## src/hdl/bmhpq_pkg.sv

```systemverilog
// ----------------------------------------------------------------------------
// bmhpq_pkg
// Shared types, codes and defaults for the binary min-heap priority queue.
// ----------------------------------------------------------------------------
package bmhpq_pkg;

  localparam int CAPACITY_DEF      = 1024;
  localparam int PRIORITY_BITS_DEF = 32;
  localparam int PAYLOAD_BITS_DEF  = 16;

  // operation codes
  localparam logic [1:0] MODE_ENQ   = 2'd0;
  localparam logic [1:0] MODE_DEQ   = 2'd1;
  localparam logic [1:0] MODE_PEEK  = 2'd2;
  localparam logic [1:0] MODE_CLEAR = 2'd3;

  // result status codes
  localparam logic [1:0] ST_OK    = 2'd0;
  localparam logic [1:0] ST_EMPTY = 2'd1;
  localparam logic [1:0] ST_FULL  = 2'd2;

  typedef struct packed {
    logic [1:0]  mode;
    logic [31:0] in_priority;
    logic [15:0] in_payload;
  } item_t;

  typedef struct packed {
    logic [1:0]  status;
    logic [31:0] out_priority;
    logic [15:0] out_payload;
    logic [10:0] count;
  } result_t;

  // controller -> datapath commands
  typedef struct packed {
    logic       load;       // capture input item
    logic       enq_begin;  // hole at end, count up
    logic       rd_parent;  // read parent of hole
    logic       up_move;    // parent moves down into hole
    logic       rd_top;     // read root and last entry
    logic       take_root;  // latch root for the result
    logic       deq_begin;  // last entry becomes the moving one, count down
    logic       rd_kids;    // read both children of hole
    logic       dn_move;    // chosen child moves up into hole
    logic       put;        // moving entry written into hole
    logic       clr;        // empty the heap
    logic       resp;       // register result
    logic [1:0] status;     // status for the result
  } ctl_t;

  // datapath -> controller status
  typedef struct packed {
    logic [1:0] mode;
    logic       full;
    logic       empty;
    logic       at_root;
    logic       leaf;
    logic       up_swap;
    logic       dn_swap;
  } flg_t;

endpackage

```

## src/hdl/bmhpq_ctrl.sv

```systemverilog
// ----------------------------------------------------------------------------
// bmhpq_ctrl
// Sequencer: walks enqueue sift-up and dequeue sift-down one level per pass.
// ----------------------------------------------------------------------------
module bmhpq_ctrl (
  input  logic            clk,
  input  logic            rst,
  input  logic            start,
  output logic            busy,
  input  bmhpq_pkg::flg_t flg,
  output bmhpq_pkg::ctl_t ctl
);
  import bmhpq_pkg::*;

  localparam logic [2:0] S_IDLE  = 3'd0;
  localparam logic [2:0] S_DISP  = 3'd1;
  localparam logic [2:0] S_TOP   = 3'd2;
  localparam logic [2:0] S_UPRD  = 3'd3;
  localparam logic [2:0] S_UPCMP = 3'd4;
  localparam logic [2:0] S_DNRD  = 3'd5;
  localparam logic [2:0] S_DNCMP = 3'd6;
  localparam logic [2:0] S_OUT   = 3'd7;

  logic [2:0] state, state_next;

  always_ff @(posedge clk) begin
    if (rst) state <= S_IDLE;
    else     state <= state_next;
  end

  assign busy = (state != S_IDLE);

  // next state and commands
  always_comb begin
    ctl        = '0;
    ctl.status = ST_OK;
    state_next = state;
    unique case (state)
      S_IDLE: begin
        if (start) begin
          ctl.load   = 1'b1;
          state_next = S_DISP;
        end
      end
      S_DISP: begin
        unique case (flg.mode)
          MODE_ENQ: begin
            if (flg.full) begin
              ctl.resp   = 1'b1;
              ctl.status = ST_FULL;
              state_next = S_OUT;
            end else begin
              ctl.enq_begin = 1'b1;
              state_next    = S_UPRD;
            end
          end
          MODE_DEQ, MODE_PEEK: begin
            if (flg.empty) begin
              ctl.resp   = 1'b1;
              ctl.status = ST_EMPTY;
              state_next = S_OUT;
            end else begin
              ctl.rd_top = 1'b1;
              state_next = S_TOP;
            end
          end
          default: begin
            ctl.clr    = 1'b1;
            ctl.resp   = 1'b1;
            state_next = S_OUT;
          end
        endcase
      end
      S_TOP: begin
        ctl.take_root = 1'b1;
        if (flg.mode == MODE_PEEK) begin
          ctl.resp   = 1'b1;
          state_next = S_OUT;
        end else begin
          ctl.deq_begin = 1'b1;
          state_next    = S_DNRD;
        end
      end
      S_UPRD: begin
        if (flg.at_root) begin
          ctl.put    = 1'b1;
          ctl.resp   = 1'b1;
          state_next = S_OUT;
        end else begin
          ctl.rd_parent = 1'b1;
          state_next    = S_UPCMP;
        end
      end
      S_UPCMP: begin
        if (flg.up_swap) begin
          ctl.up_move = 1'b1;
          state_next  = S_UPRD;
        end else begin
          ctl.put    = 1'b1;
          ctl.resp   = 1'b1;
          state_next = S_OUT;
        end
      end
      S_DNRD: begin
        if (flg.leaf) begin
          ctl.put    = 1'b1;
          ctl.resp   = 1'b1;
          state_next = S_OUT;
        end else begin
          ctl.rd_kids = 1'b1;
          state_next  = S_DNCMP;
        end
      end
      S_DNCMP: begin
        if (flg.dn_swap) begin
          ctl.dn_move = 1'b1;
          state_next  = S_DNRD;
        end else begin
          ctl.put    = 1'b1;
          ctl.resp   = 1'b1;
          state_next = S_OUT;
        end
      end
      default: begin
        state_next = S_IDLE;
      end
    endcase
  end

endmodule

```

## config.mk

```make
export PLATFORM = sky130hd
export DESIGN_NAME = bmhpq_ctrl
export DESIGN_NICKNAME = d
export VERILOG_FILES = /design/src/hdl/bmhpq_pkg.sv /design/src/hdl/bmhpq_ctrl.sv
export SDC_FILE = /design/constraint.sdc
export NUM_CORES = 1
export LEC_CHECK = 0
export ABC_AREA = 1
export BUFFER_PORTS_ARGS = -buffer_cell sky130_fd_sc_hd__buf_2
export CAP_MARGIN = 40
export CELL_PAD_IN_SITES_DETAIL_PLACEMENT = 1
export CELL_PAD_IN_SITES_GLOBAL_PLACEMENT = 1
export CORE_ASPECT_RATIO = 0.9
export CORE_MARGIN = 2
export CORE_UTILIZATION = 24
export DETAILED_ROUTE_END_ITERATION = 16
export GPL_TIMING_DRIVEN = 0
export PLACE_DENSITY = 0.85
export SLEW_MARGIN = 20
export SYNTH_ARGS = -nofsm -noshare
export SYNTH_HDL_FRONTEND = slang
export SYNTH_SLANG_ARGS = --single-unit
```

## constraint.sdc

```tcl
create_clock -name clk -period 0.9 [get_ports clk]
set_input_delay 0.09 -clock clk [delete_from_list [all_inputs] [get_ports clk]]
set_output_delay 0.09 -clock clk [all_outputs]
set_load 0.03 [all_outputs]
```

==> Flow_metrics.wiki <==
{| class="wikitable"
! Metric !! Value
|-
| Result of the run || complete, but fails checks
|-
| Violated checks || setup timing
|-
| Dominant cell by count in the synthesized netlist || nand2_1
|-
| DRC marker count from the first detailed-route iteration || 5
|-
| Type of origin of the critical path || flip-flop
|-
| Largest net degree at the start of global routing || 11
|-
| EDFF count, synth || 0
|-
| PnR worst setup slack || -487.8 ps
|-
| Sum of negative setup slack || -6758 ps
|-
| Pin slew with the least headroom to its limit || 189.1 ps
|-
| Overall Global Routing Usage || 0.1501
|-
| Number of cell rows || 14
|-
| Type of the worst min-delay path || in -> reg
|-
| First-pass GRT wire length || 2573 µm
|-
| Net total in the final layout || 126
|-
| Net Switching || 1.081 mW
|-
| Max Clk Rate || 0.7205 GHz
|-
| Critical path arrival || 1300 ps
|-
| Final non-filler cell total || 134
|-
| Cell-internal power || 1.048 mW
|-
| Total die area || 0.002251 mm²
|-
| Clk Latency, worst-skew pair || 230 ps
|-
| Placer's final routability congestion estimate || 0.8391
|-
| Combinational share of power || 0.743
|-
| Number of max-slew violations in the final report || 0
|-
| Combinational family with the most area after synthesis || simple AND/OR/NAND/NOR gates
|-
| Via count || 629
|-
| Top reg by flops || state
|-
| DRC violations left || 0
|-
| Arithmetic-cell share of the synthesized area counting full adders, half adders and majority gates || 0.1105
|-
| Synth Area in Simple Gates || 0.5304
|-
| Largest fanout of any net on the critical path || 6
|-
| Yosys Warn Count || 0
|-
| Critical path required time || 810 ps
|-
| Share of power burned in the clock network || 0.113
|-
| Count of endpoints failing setup in the final report || 18
|-
| Total congestion overflow || 0
|-
| Register bit count reported by yosys || 3
|-
| Commonest cells post-synth || nand2_1 (18), inv_1 (14), nor2_1 (10)
|-
| Total Wirelength || 1707 µm
|-
| Proportion of power drawn by flip-flops and latches || 0.144
|-
| Syn nets || 91
|-
| Post-Synth XOR/XNOR Area || 0
|-
| Fraction of final layout cells sized beyond drive strength 1 || 0.6455
|-
| Synth async-reset ratio || 0
|-
| Initial antenna violation count || 0
|-
| Worst ir drop on vdd || 1.394 mV
|-
| Post-detailed-placement half-perimeter wirelength || 1211 µm
|-
| Endpoint class of the critical path || output port
|-
| Layout Skew || 2.285 ps
|-
| Number of optimization iterations in the first detailed-route pass || 4
|-
| Final-report hold violation count || 0
|-
| Synthesized instance count || 76
|-
| Unrepaired setup endpoints after global routing || true
|-
| Die Ht || 45.22 µm
|-
| Mux share of post-synthesis cell area || 0
|-
| Leakage power summed over all cells || 0.4539 nW
|-
| Filler cell count in the final layout || 228
|-
| Cell area after technology mapping || 452.9 µm²
|-
| Clk slew on worst S/H paths || 40 ps
|-
| Layout overhead on the synthesized area || 108.6%
|-
| Mean Syn Cell Area || 5.960 µm²
|-
| Max reg flops || 3
|-
| Die width || 49.79 µm
|-
| Maximum number of buffers from clock root to sink || 2
|-
| Clock tree from TritonCTS || done
|-
| Power per standard cell area || 2254 mW/mm²
|-
| Portion of the clock cycle consumed by the worst path in the final layout || 1.542
|-
| Predominant post-synthesis flop cell || dfxtp_1
|-
| Routed length per instance || 12.74 µm
|-
| Share of Yosys cell area claimed by the top area cell type || 0.1492
|-
| Clk sink count || 3
|-
| Area of the core region || 0.001717 mm²
|-
| Number of nets with antenna violations after routing || 0
|-
| Max_slew headroom || 0.8730
|-
| Crit Path Class || reg -> out
|-
| Vias in the first global route || 608
|-
| Final critical delay including setup and external delays || 1388 ps
|-
| Max-cap violations || 0
|-
| Sw Share || 0.5079
|-
| Synth cell types || 19
|-
| Number of input and output port buffers inserted || 25
|-
| Initial standard-cell utilization of the core || 0.2638
|-
| Synth top area cells || nand2_1 (15%), dfxtp_1 (13%), inv_1 (12%)
|-
| Antenna cells || 0
|-
| Inst Count DP || 125
|-
| Cell accounting for the most synthesized area || nand2_1
|-
| Number of top-level pins || 26
|-
| Sequential area share after synthesis || 0.1326
|-
| Compound-gate portion of the synthesized area || 0.03039
|-
| CTS buffer count || 3
|-
| Via density per instance || 4.694
|-
| H-tree depth || 1
|-
| Largest registers || state (3)
|-
| CTS root buf || clkbuf_4
|}
## power by group through the flow
stage          logic (mW)  registers (mW)  clock network [mW]
5_1_grt              1.69           0.312               0.273
4_1_cts              1.44           0.248               0.252
6_report             1.58           0.307               0.241
3_3_place_gp         1.25           0.246                   0
3_5_place_dp         1.28           0.248                   0
2_1_floorplan        1.03           0.235                   0
## kinds of logic after synthesis
kind of cell / Yosys count
adders and majority gates: 4
and+or+nand+nor: 49
AOI/OAI and AO/OA: 2
DFF: 3
buffers and inverters: 18
## metal layers
metal / wire, µm / GRT usage
met5: 0 / 0
met4: 0 / 0.03333
met3: 86 / 0.04305
met2: 961 / 0.2933
met1: 659 / 0.1620
## cell usage in the layout, fill, tap and decap left out, drive strengths merged
cell and instances:
a21oi 1, and2 1, buf 32, clkbuf 5, dfxtp 3, ha 4, inv 15, nand2 19
nand3 5, nand4 4, nor2 12, nor3 4, nor4 4, o21ai 1
## worst max-delay path, cell delays in order, from the launching register on
cell and delay [ps]:
dfxtp_4 410, buf_12 140, nand4_1 120, nand2_2 140, inv_4 60, nand3_4 70, buf_6 120
## through the flow
stage | cell area, µm² | worst slack (ps) | hold WS [ps] | power [mW] | util
finish | 944.7 | -487.8 | 41.09 | 2.129 | 0.5503
floorplan | 608.1 | -291.9 | 143.3 | 1.267 | -
CTS | 872.1 | -517.0 | 35.01 | 1.936 | 0.5080
global placement | 763.2 | -430.3 | 274.5 | 1.492 | 0.4446
global route | 944.7 | -560.9 | 33.36 | 2.272 | 0.5503
detailed placement | 763.2 | -480.6 | 282.6 | 1.532 | 0.4446
## path summary, 6_finish.rpt
path / slack [ps] / cells past startpoint / to / from
min: 40 / 2 / state[2] / rst
min reg2reg: 600 / 3 / state[2] / state[2]
max reg2reg: -220 / 6 / state[0] / state[0]
max: -490 / 6 / ctl[2] / state[0]
## repair_timing
| action | 4_1_cts | 5_1_grt |
|---|---|---|
| buffers inserted | 3 | 2 |
| setup endpoints to repair | 18 | 18 |
| hold buffers | 0 | 0 |
| resized for setup | 23 | 13 |
| pin swaps | 4 | 5 |
| gates cloned | 0 | 1 |
## cell type report
class                   count  area [µm²]  area share
multi-input cells          55       464.2      0.4914
repair buffers             31       251.5      0.2662
plain buffers               2       35.03     0.03709
flip-flops and latches      3       71.32     0.07550
clock buffers               4       26.28     0.02781
well taps                  24       30.03     0.03179
inverters                  15       66.31     0.07020
Note: power is estimated with default switching activity, not from simulation.
